[config.mk]
export PLATFORM = sky130hd
export DESIGN_NAME = crv_cfg_regs
export DESIGN_NICKNAME = d
export VERILOG_FILES = /design/src/rtl/crv_pkg.sv /design/src/rtl/crv_cfg_regs.sv
export SDC_FILE = /design/constraint.sdc
export NUM_CORES = 1
export LEC_CHECK = 0
export BUFFER_PORTS_ARGS = -buffer_cell sky130_fd_sc_hd__buf_2
export CAP_MARGIN = 20
export CORE_AREA = 2 2 60 62
export DETAILED_ROUTE_END_ITERATION = 6
export DIE_AREA = 0 0 62 64
export SYNTH_ARGS = -nofsm -noshare
export SYNTH_HDL_FRONTEND = slang
export SYNTH_SLANG_ARGS = --single-unit
[constraint.sdc]
create_clock -name clk -period 2.6 [get_ports clk]
set_input_delay 0.13 -clock clk [delete_from_list [all_inputs] [get_ports clk]]
set_output_delay 0.13 -clock clk [all_outputs]
set_load 0.01 [all_outputs]
[src/rtl/crv_pkg.sv]
// shared definitions for the cordic rotate/vector block
// register codes, configuration struct and the arctangent constant builder
// no dependencies
package crv_pkg;

  localparam int ITERATIONS      = 16;
  localparam int MAX_SCALE_STEPS = 4;
  localparam int DATA_WIDTH      = 32;
  localparam int FRAC_BITS       = 16;

  localparam int FIELD_W     = 32;
  localparam int CFG_INDEX_W = 3;
  localparam int CFG_DATA_W  = 5;
  localparam int COUNT_W     = 3;
  localparam int SHIFT_W     = 5;
  localparam int SCALE_REGS  = 4;

  localparam logic [COUNT_W-1:0] COUNT_RESET   = 3'd0;
  localparam logic [SHIFT_W-1:0] SHIFT_A_RESET = 5'd1;
  localparam logic [SHIFT_W-1:0] SHIFT_B_RESET = 5'd3;
  localparam logic [SHIFT_W-1:0] SHIFT_C_RESET = 5'd6;
  localparam logic [SHIFT_W-1:0] SHIFT_D_RESET = 5'd9;

  // pi/4 with 60 fraction bits
  localparam logic [63:0] PI_QUARTER_Q60 = 64'h0C90_FDAA_2216_8C23;

  typedef enum logic [CFG_INDEX_W-1:0] {
    REG_STEP_COUNT = 3'd0,
    REG_SHIFT_A    = 3'd1,
    REG_SHIFT_B    = 3'd2,
    REG_SHIFT_C    = 3'd3,
    REG_SHIFT_D    = 3'd4
  } cfg_reg_t;

  typedef struct packed {
    logic [COUNT_W-1:0]                   step_count;
    logic [SCALE_REGS-1:0][SHIFT_W-1:0]   shift;
  } cfg_t;

  // division by a small odd constant, elaboration only
  function automatic logic [63:0] odd_div(input logic [63:0] v, input int unsigned k);
    case (k)
      3:  return v / 3;   5:  return v / 5;   7:  return v / 7;   9:  return v / 9;
      11: return v / 11;  13: return v / 13;  15: return v / 15;  17: return v / 17;
      19: return v / 19;  21: return v / 21;  23: return v / 23;  25: return v / 25;
      27: return v / 27;  29: return v / 29;  31: return v / 31;  33: return v / 33;
      35: return v / 35;  37: return v / 37;  39: return v / 39;  41: return v / 41;
      43: return v / 43;  45: return v / 45;  47: return v / 47;  49: return v / 49;
      51: return v / 51;  53: return v / 53;  55: return v / 55;  57: return v / 57;
      59: return v / 59;
      default: return v;
    endcase
  endfunction

  // atan(2^-j) with 60 fraction bits, truncated series terms
  function automatic logic [63:0] atan_pow(input int unsigned j);
    logic [63:0]  sum;
    logic [63:0]  term;
    int unsigned  k;
    logic         add;
    sum = 64'd0;
    add = 1'b1;
    if (j == 0) begin
      return PI_QUARTER_Q60;
    end
    for (k = 1; k <= 59; k += 2) begin
      if (j * k <= 60) begin
        term = odd_div(64'd1 << (60 - j * k), k);
        sum  = add ? sum + term : sum - term;
        add  = !add;
      end
    end
    return sum;
  endfunction

  // arctangent rounded to nearest at frac fraction bits
  function automatic logic [63:0] atan_fixed(input int unsigned j, input int unsigned frac);
    logic [63:0] full;
    full = atan_pow(j);
    return (full + (64'd1 << (59 - frac))) >> (60 - frac);
  endfunction

endpackage

[src/rtl/crv_cfg_regs.sv]
// gain correction registers written through the plain write port
// depends on crv_pkg
module crv_cfg_regs (
  input  logic                              clk,
  input  logic                              rst,
  input  logic                              cfg_write,
  input  logic [crv_pkg::CFG_INDEX_W-1:0]   cfg_index,
  input  logic [crv_pkg::CFG_DATA_W-1:0]    cfg_data,
  output crv_pkg::cfg_t                     cfg
);

  always_ff @(posedge clk) begin
    if (rst) begin
      cfg.step_count <= crv_pkg::COUNT_RESET;
      cfg.shift[0]   <= crv_pkg::SHIFT_A_RESET;
      cfg.shift[1]   <= crv_pkg::SHIFT_B_RESET;
      cfg.shift[2]   <= crv_pkg::SHIFT_C_RESET;
      cfg.shift[3]   <= crv_pkg::SHIFT_D_RESET;
    end else if (cfg_write) begin
      case (crv_pkg::cfg_reg_t'(cfg_index))
        crv_pkg::REG_STEP_COUNT: cfg.step_count <= cfg_data[crv_pkg::COUNT_W-1:0];
        crv_pkg::REG_SHIFT_A:    cfg.shift[0]   <= cfg_data[crv_pkg::SHIFT_W-1:0];
        crv_pkg::REG_SHIFT_B:    cfg.shift[1]   <= cfg_data[crv_pkg::SHIFT_W-1:0];
        crv_pkg::REG_SHIFT_C:    cfg.shift[2]   <= cfg_data[crv_pkg::SHIFT_W-1:0];
        crv_pkg::REG_SHIFT_D:    cfg.shift[3]   <= cfg_data[crv_pkg::SHIFT_W-1:0];
        default: ;  // unused indexes are ignored
      endcase
    end
  end

endmodule

# Word level (Yosys, flattened, before mapping)
# Index checks and enable logic that the tools add are counted.
# W data, S select, Z words.
dict set report op_classes {
  n_addsub 0
  multipliers 0
  n_div 0
  n_lt_le_gt_ge 0
  eq_ne 4
  shift 0
  mux 0
  bitwise_logic 0
  n_reduce_logical 6
}
# op count
set op_table {}
lappend op_table {{$reduce_and A2 Y1} 5}
lappend op_table {{$eq A3 B2 Y1 const B} 2}
lappend op_table {{$eq A3 B1 Y1 const B} 1}
lappend op_table {{$eq A3 B3 Y1 const B} 1}
lappend op_table {{$logic_not A3 Y1} 1}
dict set report word_totals {
  register_bits 23
  latch_bits 0
  mem_bits_rw 0
  mem_bits_ro 0
  in_bits 11
  output_inout_bits 23
  memories 0
}

# Depth between registers and ports, before layout
dict set report logic_depth {
  word_depth 2
  depth_mapped 3
  mapped_depth_nobuf 2
}

# Least setup slack after synthesis
# OpenSTA, ideal clock, no wires.
dict set report synth_timing {
  kind {in2reg}
  start {input cfg_index[0] (netlist bit)}
  end {register cfg[22] (netlist bit)}
  setup_time_ps 121
  arrival_time_ps 881
  required_ps 2479
  path_slack_ps 1598
  path_stages 3
  cell_sequence {or4b_1 > buf_2 > mux2i_1}
}
dict set report synth_via {
  elab_chain_cells 2
}
# item line
set synth_lines {}
lappend synth_lines {{start: declaration} crv_cfg_regs.sv:7} ;# input logic [crv_pkg::CFG_INDEX_W-1:0] cfg_index,
lappend synth_lines {{$logic_not A3 Y1} crv_cfg_regs.sv:20} ;# case (crv_pkg::cfg_reg_t'(cfg_index))
lappend synth_lines {{$reduce_and A2 Y1 (no source line)} -}
lappend synth_lines {{end: declaration} crv_cfg_regs.sv:9} ;# output crv_pkg::cfg_t cfg
# No other way between the ends.
# A chain may end at the register's enable or synchronous reset.

# Worst setup path in the final report
dict set report layout_timing {
  start {register cfg[18] (netlist bit)}
  end {output cfg[18] (netlist bit)}
}
# No word-level cell between the ends.

==> results.sh <==
export IMPL_period_minus_slack_ps=938.8
export IMPL_post_route_period_util_pct=36.11
export IMPL_rows=21
export IMPL_layout_commonest_cell="buf_2"
export IMPL_crit_chain="buf_2"
export IMPL_initial_core_util_pct=29.03
export IMPL_final_cell_mix="buf_2 (33), mux2i_1 (23), dfxtp_1 (23), nand2b_1 (21), nor2_1 (11)"
export IMPL_wire_per_inst_um=12.09
export IMPL_r2r_start="cfg[6]"
export IMPL_setup_tns_ps=0
export IMPL_clkTransAtPathRegs_ps=130
export IMPL_dieWidth_um=62
export IMPL_place_ws_ps=1452
export IMPL_port_buffers=33
export IMPL_syn2layout_area_growth_pct=22.70
export IMPL_endpoint_kind="output port"
export IMPL_cts_setup_buffers=0
export IMPL_peakVddDrop_v=0.0001383
export IMPL_synth_area_top_cells="dfxtp_1 (48%), mux2i_1 (24%), nand2b_1 (14%)"
export IMPL_crit_path_start_kind="flop"
export IMPL_ys_seq_elements=23
export IMPL_core_area_um2=3284
export IMPL_numCtsBuffers=3
export IMPL_syn_inst=91
export IMPL_crit_family="flip-flops"
export IMPL_layout_drive_gt1_share_pct=32.50
export IMPL_ant_nets=0
export IMPL_n_fill_cell=347
export IMPL_overflow=0
export IMPL_crit_start="cfg[18]"
export IMPL_synth_top_cell_by_area="dfxtp_1"
export IMPL_antenna_cells=0
export IMPL_setup_ws_ps=1661
export IMPL_cts_resized=0
export IMPL_max_clock_freq_mhz=1065
export IMPL_worstMarginPinSlew_ps=427.7
export IMPL_regArea_um2=460.4
export IMPL_multi_input_area_um2=459.2
export IMPL_fin_hold_ws_ps=85.03
export IMPL_yosysTopAreaCellShare_pct=48.29
export IMPL_hold_viol=0
export IMPL_grt_antenna_before_repair=0
export IMPL_syn_area_per_cell_um2=10.48
export IMPL_routed_wl_um=2007
export IMPL_clockRootBuffer="clkbuf_4"
export IMPL_layout_nets=132
export IMPL_cp_max_fo=2
export IMPL_fin_worst_skew_ps=0
export IMPL_status="finished, final reports clean"
export IMPL_maxCapViolCount=0
export IMPL_synth_fp_nets=102
export IMPL_hold_buffers=0
export IMPL_slowest_delay_ps=370
export IMPL_rsz0062_at_grt="no"
export IMPL_ys_seq_area_share_pct=48.29
export IMPL_clockBufferDepth=2
export IMPL_cpMaxStageDelayCell="dfxtp_1"
export IMPL_finalMaxSlewViolations=0
export IMPL_worstPathArrival_ps=810
export IMPL_grt_pass1_vias=700
export IMPL_viasPerCell=4.217
export IMPL_dieArea_um2=3968
export IMPL_largest_reg_flops=23
export IMPL_gp_routability_congestion=0.7288
export IMPL_min_path_type="input pin to flop"
export IMPL_setup_viol=0
export IMPL_ys_types=11
export IMPL_top_register="cfg"
export IMPL_p_per_area_nw_per_um2=498.8
export IMPL_htreeDepth=1
export IMPL_cts_tree="built"
export IMPL_vias=700
export IMPL_die_h_um=64
export IMPL_largestRegisters="cfg (23)"
export IMPL_relSlewSlack_pct=71.32
export IMPL_holdCritStartpoint="cfg_data[3]"
export IMPL_netlist_area_um2=953.4
export IMPL_crit_type="flop to output port"
export IMPL_grt_max_degree=33
export IMPL_io_pins=34
export IMPL_cp_required_ps=2470
export IMPL_drt_pass1_iter_count=3
export IMPL_initialDrtViolationCount=12
export IMPL_clk_latency_ps=310
export IMPL_synth_warnings=0
export IMPL_cp_num_buf_inv=1
export IMPL_grt_first_pass_wirelength_um=3201
export IMPL_dp_hpwl_um=1539
export IMPL_p_leak_nw=0.5559
export IMPL_grt_use_total_pct=10.72
export IMPL_drc=0
export IMPL_cts_sinks=23
[metal layers]
layer	part of all wire [%]	vias to the layer above	GRT usage, %	routed length [um]
met1	43	322	13.63	868
met2	50	16	16.80	1004
li1	-	360	-	-
met5	0	-	0	0
met3	5.5	2	2.429	110
met4	1.1	0	4.787	23
[cell type report]
| class | instances | area share [%] |
|---|---|---|
| Sequential cell | 23 | 39.36 |
| Multi-Input combinational cell | 60 | 39.25 |
| Timing Repair Buffer | 33 | 14.12 |
| Tap cell | 46 | 4.920 |
| Clock buffer | 3 | 1.925 |
| Clock inverter | 1 | 0.4278 |
[tightest hold or removal path: stages]
cell     delay, ps
buf_2           90
nor2_1          40
mux2i_1        110
[cells in the mapped netlist]
cell type / number
nand4bb_1: 2
nand2b_1: 21
and4b_2: 1
clkbuf_1: 3
dfxtp_1: 23
buf_2: 3
mux2i_1: 23
or4b_1: 1
nor2_1: 11
buf_1: 2
and4bb_2: 1
[cell families after synthesis]
| group | after synthesis | share of synthesized area, % |
|---|---|---|
| DFF | 23 | 48.29 |
| muxes | 23 | 24.15 |
| and+or+nand+nor | 37 | 24.02 |
| buffers and inverters | 8 | 3.543 |
[path summary, 6_finish.rpt]
| check | end | slack (ps) | depth (start not counted) |
|---|---|---|---|
| max | cfg[18] | 1660 | 1 |
| min | cfg[18] | 90 | 3 |
| max reg2reg | cfg[6] | 1950 | 2 |
| min reg2reg | cfg[14] | 480 | 2 |
[where the power goes]
group	switching, mW	internal (mW)	total, mW	leakage, nW
clock network	0.106	0.0574	0.163	0.0177
registers	0.00370	0.360	0.364	0.186
logic	0.0297	0.0269	0.0566	0.352
[per-stage QoR]
stage	total power [mW]	area (um^2)	util [%]	std cells
finish	0.5835	1170	35.62	166
global route	0.6155	1170	35.62	166
CTS	0.5963	1170	35.62	166
detailed placement	0.4297	1142	34.78	162
global placement	0.4283	1142	34.78	162
floorplan	0.4064	953.4	-	91
Note: power is estimated with default switching activity, not from simulation.
