### src/rtl/crv_pkg.sv
// shared definitions for the cordic rotate/vector block
// register codes, configuration struct and the arctangent constant builder
// no dependencies
package crv_pkg;

  localparam int ITERATIONS      = 16;
  localparam int MAX_SCALE_STEPS = 4;
  localparam int DATA_WIDTH      = 32;
  localparam int FRAC_BITS       = 16;

  localparam int FIELD_W     = 32;
  localparam int CFG_INDEX_W = 3;
  localparam int CFG_DATA_W  = 5;
  localparam int COUNT_W     = 3;
  localparam int SHIFT_W     = 5;
  localparam int SCALE_REGS  = 4;

  localparam logic [COUNT_W-1:0] COUNT_RESET   = 3'd0;
  localparam logic [SHIFT_W-1:0] SHIFT_A_RESET = 5'd1;
  localparam logic [SHIFT_W-1:0] SHIFT_B_RESET = 5'd3;
  localparam logic [SHIFT_W-1:0] SHIFT_C_RESET = 5'd6;
  localparam logic [SHIFT_W-1:0] SHIFT_D_RESET = 5'd9;

  // pi/4 with 60 fraction bits
  localparam logic [63:0] PI_QUARTER_Q60 = 64'h0C90_FDAA_2216_8C23;

  typedef enum logic [CFG_INDEX_W-1:0] {
    REG_STEP_COUNT = 3'd0,
    REG_SHIFT_A    = 3'd1,
    REG_SHIFT_B    = 3'd2,
    REG_SHIFT_C    = 3'd3,
    REG_SHIFT_D    = 3'd4
  } cfg_reg_t;

  typedef struct packed {
    logic [COUNT_W-1:0]                   step_count;
    logic [SCALE_REGS-1:0][SHIFT_W-1:0]   shift;
  } cfg_t;

  // division by a small odd constant, elaboration only
  function automatic logic [63:0] odd_div(input logic [63:0] v, input int unsigned k);
    case (k)
      3:  return v / 3;   5:  return v / 5;   7:  return v / 7;   9:  return v / 9;
      11: return v / 11;  13: return v / 13;  15: return v / 15;  17: return v / 17;
      19: return v / 19;  21: return v / 21;  23: return v / 23;  25: return v / 25;
      27: return v / 27;  29: return v / 29;  31: return v / 31;  33: return v / 33;
      35: return v / 35;  37: return v / 37;  39: return v / 39;  41: return v / 41;
      43: return v / 43;  45: return v / 45;  47: return v / 47;  49: return v / 49;
      51: return v / 51;  53: return v / 53;  55: return v / 55;  57: return v / 57;
      59: return v / 59;
      default: return v;
    endcase
  endfunction

  // atan(2^-j) with 60 fraction bits, truncated series terms
  function automatic logic [63:0] atan_pow(input int unsigned j);
    logic [63:0]  sum;
    logic [63:0]  term;
    int unsigned  k;
    logic         add;
    sum = 64'd0;
    add = 1'b1;
    if (j == 0) begin
      return PI_QUARTER_Q60;
    end
    for (k = 1; k <= 59; k += 2) begin
      if (j * k <= 60) begin
        term = odd_div(64'd1 << (60 - j * k), k);
        sum  = add ? sum + term : sum - term;
        add  = !add;
      end
    end
    return sum;
  endfunction

  // arctangent rounded to nearest at frac fraction bits
  function automatic logic [63:0] atan_fixed(input int unsigned j, input int unsigned frac);
    logic [63:0] full;
    full = atan_pow(j);
    return (full + (64'd1 << (59 - frac))) >> (60 - frac);
  endfunction

endpackage

### src/rtl/crv_micro_rot.sv
// one registered cordic micro-rotation with a fixed shift and angle constant
// depends on crv_pkg for the arctangent builder
module crv_micro_rot #(
  parameter int DATA_WIDTH = crv_pkg::DATA_WIDTH,
  parameter int FRAC_BITS  = crv_pkg::FRAC_BITS,
  parameter int STEP       = 0
) (
  input  logic                         clk,
  input  logic                         rst,
  input  logic                         valid_in,
  input  logic                         mode_in,
  input  logic signed [DATA_WIDTH-1:0] x_in,
  input  logic signed [DATA_WIDTH-1:0] y_in,
  input  logic signed [DATA_WIDTH-1:0] z_in,
  output logic                         valid,
  output logic                         mode,
  output logic signed [DATA_WIDTH-1:0] x,
  output logic signed [DATA_WIDTH-1:0] y,
  output logic signed [DATA_WIDTH-1:0] z
);

  localparam logic [63:0] ANGLE_RND = crv_pkg::atan_fixed(STEP, FRAC_BITS);
  localparam logic signed [DATA_WIDTH-1:0] ANGLE = DATA_WIDTH'(ANGLE_RND);

  logic signed [DATA_WIDTH-1:0] xs;
  logic signed [DATA_WIDTH-1:0] ys;
  logic                         up;

  assign xs = x_in >>> STEP;
  assign ys = y_in >>> STEP;
  // vectoring steers y toward zero, rotation steers the residual angle
  assign up = mode_in ? y_in[DATA_WIDTH-1] : ~z_in[DATA_WIDTH-1];

  always_ff @(posedge clk) begin
    if (rst) begin
      valid <= 1'b0;
    end else begin
      valid <= valid_in;
    end
  end

  always_ff @(posedge clk) begin
    mode <= mode_in;
    if (up) begin
      x <= x_in - ys;
      y <= y_in + xs;
      z <= z_in - ANGLE;
    end else begin
      x <= x_in + ys;
      y <= y_in - xs;
      z <= z_in + ANGLE;
    end
  end

endmodule

### config.mk
export PLATFORM = sky130hd
export DESIGN_NAME = crv_micro_rot
export DESIGN_NICKNAME = d
export VERILOG_FILES = /design/src/rtl/crv_pkg.sv /design/src/rtl/crv_micro_rot.sv
export SDC_FILE = /design/constraint.sdc
export NUM_CORES = 1
export LEC_CHECK = 0
export BUFFER_PORTS_ARGS = -buffer_cell sky130_fd_sc_hd__buf_4
export CAP_MARGIN = 15
export CORE_MARGIN = 4
export CORE_UTILIZATION = 55
export CTS_CLUSTER_DIAMETER = 40
export CTS_CLUSTER_SIZE = 40
export DETAILED_ROUTE_END_ITERATION = 8
export GPL_TIMING_DRIVEN = 1
export PLACE_DENSITY_LB_ADDON = 0.08
export SYNTH_ARGS = -nofsm -noshare
export SYNTH_HDL_FRONTEND = slang
export SYNTH_SLANG_ARGS = --single-unit
export TNS_END_PERCENT = 10
### constraint.sdc
create_clock -name clk -period 9 [get_ports clk]
set_input_delay 1.8 -clock clk [delete_from_list [all_inputs] [get_ports clk]]
set_output_delay 1.8 -clock clk [all_outputs]
set_load 0.03 [all_outputs]
Yosys cells after proc, flatten, opt, wreduce, memory -nomap -nowiden:

Index checks and enable logic that the tools add are counted.

* flip-flop bits (word level): 98
* bits in latches: 0
* RAM bits: 0
* ROM bits: 0
* input port bits: 100
* output and inout bits: 98
* logic and storage cells: 15
* memories kept: 0

* $add $sub $neg: 5
* $mul: 0
* div/mod/pow operators: 0
* order comparisons: 0
* eq/ne operators: 0
* shift operators: 0
* mux-type cells: 4
* bitwise operators: 1
* reduce and logical (&&, ||, !) cells: 0

Operators with widths (number)
* two-way mux 32 bit: 3
* subtractor 32 bit: 2
* adder 32 x 17 -> 32 bit, second input constant: 1
* adder 32 bit: 1
* subtractor 32 x 17 -> 32 bit, second input constant: 1
* two-way mux 1 bit: 1
* inverter 1 bit: 1

Depth between registers and ports, before layout:

* depth after elaboration: 3
* depth in mapped cells: 17
* depth with buffers taken out: 13

Worst setup path before layout:

No wires, ideal clock.

* kind: input to register
* start: in mode_in
* end: reg z[28]
* library setup time: 0.072 ns
* arrival: 5.355 ns
* data required time: 8.928 ns
* path slack: 3.572 ns
* stages on the path: 16
* buffers on the path: 3
* cells stage by stage: nor2b_1 -> or2_1 -> clkbuf_1 -> inv_2 -> clkbuf_1 -> clkbuf_1 -> ha_1 -> a21o_1 -> a311oi_1 -> a22oi_1 -> o21ai_4 -> o311ai_2 -> a31o_1 -> a21o_1 -> a221oi_2 -> xnor2_1

* word-level cells in the longest chain between the ends: 2

RTL lines
* start: declaration: line crv_micro_rot.sv:11 `input logic mode_in,`
* two-way mux 1 bit: line crv_micro_rot.sv:32 `assign up = mode_in ? y_in[DATA_WIDTH-1] : ~z_in[DATA_WIDTH-1];`
* two-way mux 32 bit: line crv_micro_rot.sv:44 `if (up) begin`
* end signal: assignment: line crv_micro_rot.sv:47 `z <= z_in - ANGLE;`
* end signal: assignment: line crv_micro_rot.sv:51 `z <= z_in + ANGLE;`
* end: declaration: line crv_micro_rot.sv:19 `output logic signed [DATA_WIDTH-1:0] z`

Every way passes these cells.
A chain may end at the register's enable or synchronous reset.

Worst setup path in the final report:

* start: in mode_in
* end: reg z[31]

The elaborated chain is that of the path after synthesis.

==> results.ini <==
[run_status]
status=complete, no violations

[timing]
setup_violations=0
post-route-period-util_pct=62.44
fmaxAchievable_ghz=0.1780
worstMarginPinSlew_ps=777.6
tns_ps=0
maxSlewViolCount=0
relSlewSlack_pct=47.48
grt_setup_unrepaired=false
hold_viol=0
min_period_ps=5619

[worst_setup_path]
arrival_ps=5860
crit_path_end_kind=flop
cp-startpoint=mode_in
path_class=in2reg
cp_slowest_stage_delay_ps=560
critical_path_required_ps=9240
slowest_stage=buf_4
start_kind=input port
crit_chain=buf_4, nor2b_1, or2_2, buf_4, inv_2, ha_1, a21oi_1, o21ai_0, a21oi_1, o32ai_1, o22ai_1, o21ai_1, o21a_1, nor4_1, nor3b_1
cp_max_fo=68

[place]
port_buffers=197
place.gp.congestion=0.9980
placed_area_um2=10320
dp_hpwl_mm=20.87

[clocking]
post-cts-setup-buffer-count=0
cts_tree=built
clk_pin_slew_ps=80
cts_resized=0
numCtsBuffers=9
ctsHoldBuffers=0
htree_levels=3
clock-root-buffer=clkbuf_16
cts_max_path_buffers=2
clock-sinks=97

[grt]
grt_pass1_vias=8320
antenna_found_initial=0
grtUsageTotal_pct=28.00
grt_first_pass_wirelength_mm=41.41
grt_max_degree=69
overflow=0

[synthesis]
ys_seq_elements=97
synth.most_common_cell=a21oi_1
synth_common_cells=120 x a21oi_1, 113 x ha_1, 103 x inv_1, 97 x dfxtp_1, 92 x nor2_1
synth-seq-area-share_pct=22.06
syn_area_um2=8802
synth_flop_cell=dfxtp_1
syn-num-nets=1365
synth-edff-count=0
syn_inst=1149
synth_top_cell_area_share_pct=22.06
synth_area_leaders=dfxtp_1 22%, ha_1 16%, xnor2_1 7.1%
synthArstFlopShare_pct=0
yosys.cell_types.count=72
synth_largest_area_cell=dfxtp_1
ys_warn_count=0
syn_area_per_cell_um2=7.661

[route]
dr.pass1.iters=6
vias_per_cell=6.005
vias=9109
totalWireLength_mm=26.54
drt.antenna.violating_nets=0
route.detailed.drc=0
drt_iter0_drc=942
routedWlPerCell_um=17.50

[floorplan]
dieWidth_um=134.5
die-area_um2=18090
coreArea_um2=15430
start_util_pct=57.06
boundaryPins=198
die_y_um=134.5
fp-row-count=45

[worst_hold_path]
min_from=z_in[3]
worstHoldPathType=in2reg

[final_layout]
fin_area_um2=10630
antennaDiodeCount=0
area_growth_pct=20.80
layout-drive-gt1-share_pct=17.69
final_nets=1517

[pwr]
leakagePower_nw=5.009
p_per_area_nw_per_um2=181.7
vdd_drop_max_mv=0.1175

[run]
cap_violations=0

==> final timing paths <==
| path | endpoint | slack [ps] | cells past startpoint |
|---|---|---|---|
| min | z[3] | 1530 | 1 |
| max | z[31] | 3380 | 15 |
==> power breakdown <==
group	total, W	leakage, nW	internal, W	switching, W
logic	0.000965	4.04	0.000362	0.000603
registers	0.000567	0.818	0.000536	0.0000311
clock network	0.000400	0.151	0.000199	0.000201
==> per-stage QoR <==
| step | cells | util, % | hold WS [ps] | power (W) | worst slack (ps) |
|---|---|---|---|---|---|
| after floorplan | 1149 | - | 1828 | 0.001200 | 3572 |
| after global placement | 1501 | 66.92 | 1904 | 0.001522 | 3360 |
| after detailed placement | 1501 | 66.92 | 1906 | 0.001530 | 3118 |
| after CTS | 1517 | 68.92 | 1529 | 0.001932 | 3482 |
| after global routing | 1517 | 68.92 | 1519 | 0.002032 | 3086 |
| final | 1517 | 68.92 | 1533 | 0.001932 | 3381 |
==> metal layers <==
metal  vias up  wire (µm)  global-route usage [%]
li1       4354          -                       -
met1      4181      11120                   37.85
met2       507      11700                   43.63
met3        67       2858                   6.595
met4         0        863                   10.35
met5         -          0                       0
==> state kept, by name, summed over array words and instances, names as in the netlist <==
signal,flops
x,32
mode,1
y,31
valid,1
z,32
==> cell families (layout without fill, tap and decap cells) <==
group | Yosys count | count (layout) | synth area share [%]
compound gates | 376 | 376 | 27.38
simple gates | 293 | 293 | 16.15
buf+inv | 164 | 321 | 7.207
fa+ha+maj | 117 | 117 | 16.86
flops | 97 | 97 | 22.06
xor+xnor | 88 | 88 | 8.756
mux | 14 | 14 | 1.592
==> layout make-up <==
type / count / area (µm²)
multi-input cells: 888 / 6226
fillers: 1394 / 4795
flip-flops and latches: 97 / 1942
repair buffers: 199 / 1494
inverters: 106 / 397.9
well taps: 211 / 264.0
clock buffers: 9 / 225.2
clock inverters: 7 / 83.83
==> worst max-delay path: cells and delay by family <==
family	cells	cell delay, ps
AOI/OAI and AO/OA	7	1640
adders and majority gates	1	510
buffers and inverters	3	1210
and+or+nand+nor	4	660
==> layout by cell type (no fill, tap or decap), drive strengths merged, types with 6 or more instances in the layout <==
cell type	count
a21o	30
dfxtp	97
o21ai	83
nand2b	9
nor2	92
nor4	9
o211ai	13
o21a	11
nand3	20
inv	107
o21bai	24
a311oi	6
a211oi	7
ha	113
and3	10
nand2	58
or3	6
nor2b	23
clkbuf	9
o311ai	6
nand4	16
mux2i	14
clkinv	6
xor2	17
xnor2	71
o31ai	7
a21oi	121
nor3	27
buf	199
or4	6
a31oi	16
Note: power is estimated with default switching activity, not from simulation.
