<file path="src/rtl/crv_pkg.sv">
// shared definitions for the cordic rotate/vector block
// register codes, configuration struct and the arctangent constant builder
// no dependencies
package crv_pkg;

  localparam int ITERATIONS      = 16;
  localparam int MAX_SCALE_STEPS = 4;
  localparam int DATA_WIDTH      = 32;
  localparam int FRAC_BITS       = 16;

  localparam int FIELD_W     = 32;
  localparam int CFG_INDEX_W = 3;
  localparam int CFG_DATA_W  = 5;
  localparam int COUNT_W     = 3;
  localparam int SHIFT_W     = 5;
  localparam int SCALE_REGS  = 4;

  localparam logic [COUNT_W-1:0] COUNT_RESET   = 3'd0;
  localparam logic [SHIFT_W-1:0] SHIFT_A_RESET = 5'd1;
  localparam logic [SHIFT_W-1:0] SHIFT_B_RESET = 5'd3;
  localparam logic [SHIFT_W-1:0] SHIFT_C_RESET = 5'd6;
  localparam logic [SHIFT_W-1:0] SHIFT_D_RESET = 5'd9;

  // pi/4 with 60 fraction bits
  localparam logic [63:0] PI_QUARTER_Q60 = 64'h0C90_FDAA_2216_8C23;

  typedef enum logic [CFG_INDEX_W-1:0] {
    REG_STEP_COUNT = 3'd0,
    REG_SHIFT_A    = 3'd1,
    REG_SHIFT_B    = 3'd2,
    REG_SHIFT_C    = 3'd3,
    REG_SHIFT_D    = 3'd4
  } cfg_reg_t;

  typedef struct packed {
    logic [COUNT_W-1:0]                   step_count;
    logic [SCALE_REGS-1:0][SHIFT_W-1:0]   shift;
  } cfg_t;

  // division by a small odd constant, elaboration only
  function automatic logic [63:0] odd_div(input logic [63:0] v, input int unsigned k);
    case (k)
      3:  return v / 3;   5:  return v / 5;   7:  return v / 7;   9:  return v / 9;
      11: return v / 11;  13: return v / 13;  15: return v / 15;  17: return v / 17;
      19: return v / 19;  21: return v / 21;  23: return v / 23;  25: return v / 25;
      27: return v / 27;  29: return v / 29;  31: return v / 31;  33: return v / 33;
      35: return v / 35;  37: return v / 37;  39: return v / 39;  41: return v / 41;
      43: return v / 43;  45: return v / 45;  47: return v / 47;  49: return v / 49;
      51: return v / 51;  53: return v / 53;  55: return v / 55;  57: return v / 57;
      59: return v / 59;
      default: return v;
    endcase
  endfunction

  // atan(2^-j) with 60 fraction bits, truncated series terms
  function automatic logic [63:0] atan_pow(input int unsigned j);
    logic [63:0]  sum;
    logic [63:0]  term;
    int unsigned  k;
    logic         add;
    sum = 64'd0;
    add = 1'b1;
    if (j == 0) begin
      return PI_QUARTER_Q60;
    end
    for (k = 1; k <= 59; k += 2) begin
      if (j * k <= 60) begin
        term = odd_div(64'd1 << (60 - j * k), k);
        sum  = add ? sum + term : sum - term;
        add  = !add;
      end
    end
    return sum;
  endfunction

  // arctangent rounded to nearest at frac fraction bits
  function automatic logic [63:0] atan_fixed(input int unsigned j, input int unsigned frac);
    logic [63:0] full;
    full = atan_pow(j);
    return (full + (64'd1 << (59 - frac))) >> (60 - frac);
  endfunction

endpackage

</file>
<file path="src/rtl/crv_gain_stage.sv">
// one registered shift-and-add gain correction step, x += x >> s
// depends on crv_pkg for the configuration struct
module crv_gain_stage #(
  parameter int DATA_WIDTH = crv_pkg::DATA_WIDTH,
  parameter int STEP_IDX   = 0
) (
  input  logic                         clk,
  input  logic                         rst,
  input  crv_pkg::cfg_t                cfg,
  input  logic                         valid_in,
  input  logic signed [DATA_WIDTH-1:0] x_in,
  input  logic signed [DATA_WIDTH-1:0] y_in,
  input  logic signed [DATA_WIDTH-1:0] z_in,
  output logic                         valid,
  output logic signed [DATA_WIDTH-1:0] x,
  output logic signed [DATA_WIDTH-1:0] y,
  output logic signed [DATA_WIDTH-1:0] z
);

  localparam logic [crv_pkg::COUNT_W-1:0] IDX = crv_pkg::COUNT_W'(STEP_IDX);

  logic                          apply;
  logic [crv_pkg::SHIFT_W-1:0]   sh;

  // a count above the stage total simply enables every stage
  assign apply = cfg.step_count > IDX;
  assign sh    = cfg.shift[STEP_IDX];

  always_ff @(posedge clk) begin
    if (rst) begin
      valid <= 1'b0;
    end else begin
      valid <= valid_in;
    end
  end

  always_ff @(posedge clk) begin
    z <= z_in;
    if (apply) begin
      x <= x_in + (x_in >>> sh);
      y <= y_in + (y_in >>> sh);
    end else begin
      x <= x_in;
      y <= y_in;
    end
  end

endmodule

</file>
<file path="config.mk">
export PLATFORM = sky130hd
export DESIGN_NAME = crv_gain_stage
export DESIGN_NICKNAME = d
export VERILOG_FILES = /design/src/rtl/crv_pkg.sv /design/src/rtl/crv_gain_stage.sv
export SDC_FILE = /design/constraint.sdc
export NUM_CORES = 1
export LEC_CHECK = 0
export BUFFER_PORTS_ARGS = -buffer_cell sky130_fd_sc_hd__buf_4
export CAP_MARGIN = 40
export CORE_UTILIZATION = 35
export CTS_BUF_LIST = sky130_fd_sc_hd__clkbuf_16
export CTS_CLUSTER_DIAMETER = 200
export DETAILED_ROUTE_END_ITERATION = 6
export GPL_ROUTABILITY_DRIVEN = 0
export SYNTH_ARGS = -nofsm -noshare
export SYNTH_HDL_FRONTEND = slang
export SYNTH_SLANG_ARGS = --single-unit
</file>
<file path="constraint.sdc">
create_clock -name clk -period 12.3 [get_ports clk]
set_input_delay 2.46 -clock clk [delete_from_list [all_inputs] [get_ports clk]]
set_output_delay 2.46 -clock clk [all_outputs]
set_load 0.03 [all_outputs]
</file>
# [Word level (Yosys, flattened, before mapping)]
# Cells that the tools add are included.
# Widths: inputs -> output; s select.
[totals] out_inout_bits=97 regBits=97 elab_cells=11
[classes] n_shift=2 addsub=2 magnitude_cmp=1 mux=2
[ops] op="$add 32x32->32" n=2
[ops] op="$mux 32" n=2
[ops] op="$sshr 32x5->32" n=2
[ops] op="$gt 3x1->1 const B" n=1

# [Logic depth before layout (Yosys ltp)]
# Gate-level depths: netlist of the first run.
[logic_depth] ltp_word=3 mapped_depth=20 ltp_nobuf=17

# [Worst setup path before layout of the first run]
# OpenSTA, ideal clock, no wires.
[synth_timing] path_type="input port to flip-flop" start="input port cfg[0] (netlist bit)" end="register x[24]" path_buffers=3 stages=19 setup_slack_ps=6201 setup_time_ps=128 required_time_ps=12172 arrival_time_ps=5971 path_cell_list="buf_2 -> buf_2 -> buf_2 -> mux2i_1 -> nand2_1 -> a31oi_1 -> nor2_1 -> a21oi_1 -> mux2i_1 -> ha_1 -> fa_1 -> a21o_1 -> a221oi_2 -> a2bb2oi_2 -> and3_4 -> nor3_1 -> nor3_1 -> xor2_1 -> o21ai_1"
[synth_between] elab_chain_len=3
[synth_rtl] item="from (decl)" line="crv_gain_stage.sv:9" source="input crv_pkg::cfg_t cfg,"
[synth_rtl] item="$sshr 32x5->32" line="crv_gain_stage.sv:40" source="x <= x_in + (x_in >>> sh);"
[synth_rtl] item="$add 32x32->32" line="crv_gain_stage.sv:40"
[synth_rtl] item="$mux 32" line="crv_gain_stage.sv:39" source="if (apply) begin"
[synth_rtl] item="to (signal assigned)" line="crv_gain_stage.sv:40"
[synth_rtl] item="to (signal assigned)" line="crv_gain_stage.sv:43" source="x <= x_in;"
[synth_rtl] item="to (decl)" line="crv_gain_stage.sv:15" source="output logic signed [DATA_WIDTH-1:0] x,"
# Every way passes these cells.
# A chain may end at the register's enable or synchronous reset.

# [Final worst setup path of the first run]
# Same ends and word-level chain as after synthesis.

==> metrics.yaml, run 1 <==
run_status:
  status: "finished, final reports clean"
cts:
  numCtsBuffers: 9
  clockBufferDepth: 2
  holdBufCountCts: 0
  postCtsSetupRepairBufs: 0
  htree_levels: 3
  cts-resized-gates: 0
  cts-root-buf: "clkbuf_16"
  clock-sinks: 97
  cts_tree: "yes"
  path_clk_slew_ns: 0.09
routing:
  vias_per_cell: 5.43
  wl_per_cell_microns: 16.5
  drc_errors: 0
  firstDrtPassIters: 5
  initialDrtViolationCount: 740
  drtAntennaViolNets: 0
  vias: 9061
  drt-total-wl_microns: 27500
logic_synthesis:
  synthCells: 1195
  syn-num-nets: 1381
  yosys_most_used_dff: "dfxtp_1"
  yosysSeqAreaShare_pct: 21.4
  synth_area_per_cell_sq_um: 7.60
  synth-edff-count: 0
  synth_async_sr_flop_share_pct: 0
  syn_area_sq_um: 9080
  yosysWarnings: 0
  ys_types: 73
  ys_ff_latch: 97
die:
  core_area_sq_um: 25300
  dieArea_sq_um: 26600
  initial_utilization_pct: 35.9
  row_count: 58
  die_w_microns: 163
  die-height_microns: 163
  ioPinCount: 219
final_layout:
  num_antenna_cells: 0
  area_growth_pct: 21.7
  fin_util_pct: 43.7
  fin_nets: 1520
  instances_no_fill: 1669
  drive_above_1_share_pct: 21.5
  fin_area_sq_um: 11100
placed_design:
  pre_cts_ws_ns: 5.11
  numPortBuffers: 203
  dpl_cell_area_sq_um: 10800
  dpl.cell_count: 1653
  hpwl_microns: 21100
sta:
  setup_ws_ns: 5.51
  max_clock_freq_mhz: 147
  tightest_slew_ns: 0.798
  rsz0062_at_grt: "no"
  finalHoldViolCount: 0
  setup-violations-final: 0
  fin_tns_setup_ns: 0
  relSlewSlack_pct: 46.8
  fin_crit_sh_pct: 55.2
  fin_crit_ns: 6.79
  finalMaxSlewViolations: 0
worst_setup_path:
  cp.arrival_ns: 7.04
  cp-end-kind: "flop"
  cp_max_fo: 40
  start_kind: "primary input"
  crit_type: "primary input to flop"
  required_ns: 12.55
global_routing:
  antenna_found_initial: 0
  overflow: 0
  grt_pass1_wl_microns: 43400
  grt_pass1_vias: 8158
  grt_use_total_pct: 20.4
  grt_start_max_net_pins: 83
power:
  p_per_area_nw_per_um2: 136
  vdd_drop_max_uv: 81.4
  p_leak_nw: 4.96
min_path:
  hold_class: "primary input to flop"
run:
  maxCapViolCount: 0
path summary, 6_finish.rpt:
kind | startpoint | to | slack, ns | depth (start not counted)
setup / recovery | cfg[0] | x[24] | 5.51 | 17
hold / removal | z_in[21] | z[21] | 2.19 | 1
synthesized netlist by cell type (2+ instances only):
cell / count / area, sq um
o21bai_1: 10 / 75.1
nor2b_1: 13 / 81.3
nor2_1: 110 / 413
buf_4: 3 / 22.5
a21boi_1: 2 / 15.0
o22ai_1: 3 / 18.8
o31ai_1: 2 / 15.0
nand4_1: 13 / 81.3
ha_1: 62 / 776
a21o_1: 24 / 180
clkbuf_1: 54 / 203
a31oi_1: 18 / 113
a311oi_1: 4 / 35.0
buf_2: 15 / 75.1
fa_1: 2 / 40.0
o211ai_1: 6 / 45.0
o21a_1: 9 / 67.6
nor3b_1: 2 / 15.0
o21ai_0: 28 / 140
inv_1: 23 / 86.3
o221ai_1: 2 / 17.5
mux2_2: 13 / 146
nor4_1: 3 / 18.8
a41oi_1: 2 / 17.5
nand3_1: 22 / 110
xnor2_1: 28 / 245
xor2_1: 24 / 210
a221oi_1: 2 / 17.5
nand2_1: 197 / 739
a221o_1: 3 / 30.0
a31o_1: 3 / 26.3
a211oi_1: 12 / 90.1
mux2_1: 5 / 56.3
mux2i_1: 68 / 681
and3_1: 3 / 18.8
a21oi_1: 129 / 646
o21ai_1: 81 / 405
nand2b_1: 6 / 37.5
dfxtp_1: 97 / 1940
buf_1: 10 / 37.5
nor3_1: 16 / 80.1
mux4_2: 29 / 653
and2_1: 5 / 31.3
a311o_1: 3 / 30.0
cells in the final DEF, fill, tap and decap left out, types with 28 or more instances in the layout:
cell,synthesis,routed
dfxtp_1,97,97
nand2_1,197,197
a21oi_1,129,129
buf_4,3,209
ha_1,62,62
nor2_1,110,110
o21ai_0,28,28
o21ai_1,81,81
mux4_2,29,29
mux2i_1,68,68
xnor2_1,28,28
metrics by stage:
step / total power [mW] / hold slack [ns]
floorplan: 0.965 / 2.49
global route: 1.60 / 2.17
CTS: 1.52 / 2.18
detailed placement: 1.21 / 2.57
global placement: 1.21 / 2.56
finish: 1.51 / 2.19
metal layers:
metal | track usage, % | routed length, microns | vias up
met5 | 0 | 0 | -
met4 | 4.21 | 272 | 0
met3 | 4.16 | 2000 | 19
met2 | 29.9 | 11600 | 340
met1 | 30.2 | 13600 | 4120
li1 | - | - | 4582
cell families after synthesis:
kind of cell             Yosys count  synth area share [%]
AND/OR/NAND/NOR                  401                  18.9
flip-flops                        97                  21.4
adder cells (fa/ha/maj)           64                  8.98
multiplexers                     115                  16.9
XOR/XNOR                          52                  5.01
AO/OA/AOI/OAI                    360                  24.1
buffers and inverters            106                  4.71
worst max-delay path, stage by stage:
cell and delay, ns:
buf_4 0.41, buf_4 0.56, mux4_2 0.59, nand2_1 0.08
nand2_1 0.11, mux2i_1 0.25, mux2i_1 0.16, ha_1 0.24
fa_1 0.42, a21o_1 0.22, a221oi_2 0.39, a2bb2oi_2 0.31
and3_4 0.27, nor3_1 0.06, nor3_1 0.23, xor2_1 0.17
o21ai_1 0.08
area by class of cell:
| cell class | count | area, sq um |
|---|---|---|
| Sequential cell | 97 | 1940 |
| Clock inverter | 7 | 83.8 |
| Timing Repair Buffer | 210 | 1580 |
| Tap cell | 330 | 413 |
| Fill cell | 2638 | 14300 |
| Multi-Input combinational cell | 992 | 6720 |
| Clock buffer | 9 | 225 |
| Inverter | 24 | 90.1 |
where the power goes:
part | leakage, nW | switching, mW | internal, mW
sequential | 0.818 | 0.0194 | 0.389
combinational | 4.00 | 0.485 | 0.317
clock | 0.149 | 0.152 | 0.145
sequential cells by signal, summed over array words and instances (netlist names):
register and count:
z 32, y 32, x 32, valid 1
(Power assumes the default switching activity.)
==> inputs of run 2 (changes only) <==
==> constraint.sdc (replaced) <==
create_clock -name clk -period 7.1 [get_ports clk]
set_input_delay 1.42 -clock clk [delete_from_list [all_inputs] [get_ports clk]]
set_output_delay 1.42 -clock clk [all_outputs]
set_load 0.03 [all_outputs]
==> metrics.yaml, run 2 (synthesis results as in run 1) <==
worst_setup_path:
  start_kind: "primary input"  # unchanged
  crit_type: "primary input to flop"  # unchanged
  critical_path_buf_inv_count: 3  # was 2
  cpPeakStageDelay_ns: 0.48  # was 0.59 ns
  path_cells: "buf_4 -> inv_1 -> buf_4 -> o21ai_1 -> nor2_1 -> a21oi_1 -> nand2_1 -> o21ai_1 -> mux2i_1 -> fa_1 -> a21oi_1 -> o221ai_1 -> a311oi_1 -> o221ai_1 -> nand3_1 -> nand2_1 -> xor2_1 -> mux2_2"  # was buf_4 -> buf_4 -> mux4_2 -> nand2_1 -> nand2_1 -> mux2i_1 -> mux2i_1 -> ha_1 -> fa_1 -> a21o_1 -> a221oi_2 -> a2bb2oi_2 -> and3_4 -> nor3_1 -> nor3_1 -> xor2_1 -> o21ai_1
  required_ns: 7.35  # was 12.55 ns
  cp_slowest_cell: "fa_1"  # was mux4_2
  cp.arrival_ns: 5.93  # was 7.04 ns
  cp_max_fo: 51  # was 40
  cp_top_family: "compound AO/OA/AOI/OAI gates"  # was multiplexers
  cp-end-kind: "flop"  # unchanged
routing:
  initialDrtViolationCount: 685  # was 740
  wl_per_cell_microns: 16.3  # was 16.5 microns
  vias_per_cell: 5.44  # was 5.43
  drtAntennaViolNets: 0  # unchanged
  drc_errors: 0  # unchanged
  vias: 9096  # was 9061
  firstDrtPassIters: 5  # unchanged
  drt-total-wl_microns: 27300  # was 27500 microns
cts:
  holdBufCountCts: 0  # unchanged
  htree_levels: 3  # unchanged
  numCtsBuffers: 9  # unchanged
  clockBufferDepth: 2  # unchanged
  clock-sinks: 97  # unchanged
  path_clk_slew_ns: 0.08  # was 0.09 ns
  postCtsSetupRepairBufs: 0  # unchanged
  cts-root-buf: "clkbuf_16"  # unchanged
  cts_tree: "yes"  # unchanged
  cts-resized-gates: 0  # unchanged
placed_design:
  dpl_cell_area_sq_um: 10800  # about the same
  dpl.cell_count: 1655  # was 1653
  hpwl_microns: 21000  # was 21100 microns
  numPortBuffers: 203  # unchanged
  pre_cts_ws_ns: 1.14  # was 5.11 ns
final_layout:
  fillers: 2631  # was 2638
  fin_nets: 1522  # was 1520
  fin_area_sq_um: 11100  # about the same
  drive_above_1_share_pct: 21.6  # was 21.5%
  num_antenna_cells: 0  # unchanged
  multi_input_area_sq_um: 6720  # unchanged
  regArea_sq_um: 1940  # unchanged
  instances_no_fill: 1671  # was 1669
  area_growth_pct: 21.8  # was 21.7%
  final_common_cell: "buf_4"  # unchanged
  largestRegisters: "x x32, y x32, z x32"  # unchanged
  final_cell_mix: "buf_4, nand2_1, a21oi_1"  # unchanged
sta:
  fin_crit_sh_pct: 80.0
  finalHoldViolCount: 0  # unchanged
  setup_ws_ns: 1.42  # was 5.51 ns
  max_clock_freq_mhz: 176
  fin_crit_ns: 5.68
  setup-violations-final: 0  # unchanged
  whs_ns: 1.15  # was 2.19 ns
  fin_tns_setup_ns: 0  # unchanged
  tightest_slew_ns: 0.810  # was 0.798 ns
  relSlewSlack_pct: 46.0  # was 46.8%
  finalMaxSlewViolations: 0  # unchanged
  rsz0062_at_grt: "no"  # unchanged
power:
  vdd_drop_max_uv: 131  # was 81.4 uV
  p_per_area_nw_per_um2: 236  # was 136 nW/um^2
  p_leak_nw: 4.97  # was 4.96 nW
die:
  core_area_sq_um: 25300  # unchanged
  dieArea_sq_um: 26600  # unchanged
  initial_utilization_pct: 35.9  # unchanged
  row_count: 58  # unchanged
  die_w_microns: 163  # unchanged
  die-height_microns: 163  # unchanged
  ioPinCount: 219  # unchanged
run:
  maxCapViolCount: 0  # unchanged
global_routing:
  antenna_found_initial: 0  # unchanged
  grt_pass1_vias: 8122  # was 8158
  grt_pass1_wl_microns: 43200  # was 43400 microns
  grt_start_max_net_pins: 83  # unchanged
  overflow: 0  # unchanged
  grt_use_total_pct: 20.3  # was 20.4%
run_status:
  status: "finished, final reports clean"  # unchanged
min_path:
  hold_class: "primary input to flop"  # unchanged
## run 2: final cells by class
type	instances	share of cell area (%)
multi-input combinational	992	60.7
tap	330	3.73
clock inverter	7	0.633
timing repair buffer	212	14.5
inverter	24	0.814
clock buffer	9	2.04
sequential	97	17.5
## run 2: worst paths after layout
| kind | startpoint | end | slack, ns | cells after the start |
|---|---|---|---|---|
| max | cfg[1] | y[28] | 1.42 | 18 |
| min | z_in[6] | z[6] | 1.15 | 1 |
## run 2: layer usage
metal / track usage (%) / part of all wire [%] / vias up
met5: 0 / 0 / -
met4: 4.89 / 1.1 / 0
met3: 3.15 / 7.3 / 20
met2: 29.9 / 42 / 343
met1: 30.4 / 50 / 4140
li1: - / - / 4593
## run 2: metrics by stage
| stage | total power [mW] | utilization, % |
|---|---|---|
| floorplan | 1.67 | - |
| global placement | 2.10 | 42.4 |
| detailed placement | 2.10 | 42.5 |
| CTS | 2.63 | 43.7 |
| global route | 2.78 | 43.7 |
| finish | 2.61 | 43.7 |
## run 2: report_power, final
part / switching [mW] / internal, mW / total, mW / leakage, nW
registers: 0.0348 / 0.674 / 0.709 / 0.818
clock network: 0.270 / 0.249 / 0.519 / 0.142
logic: 0.836 / 0.550 / 1.39 / 4.01
total: 1.14 / 1.47 / 2.61 / 4.97
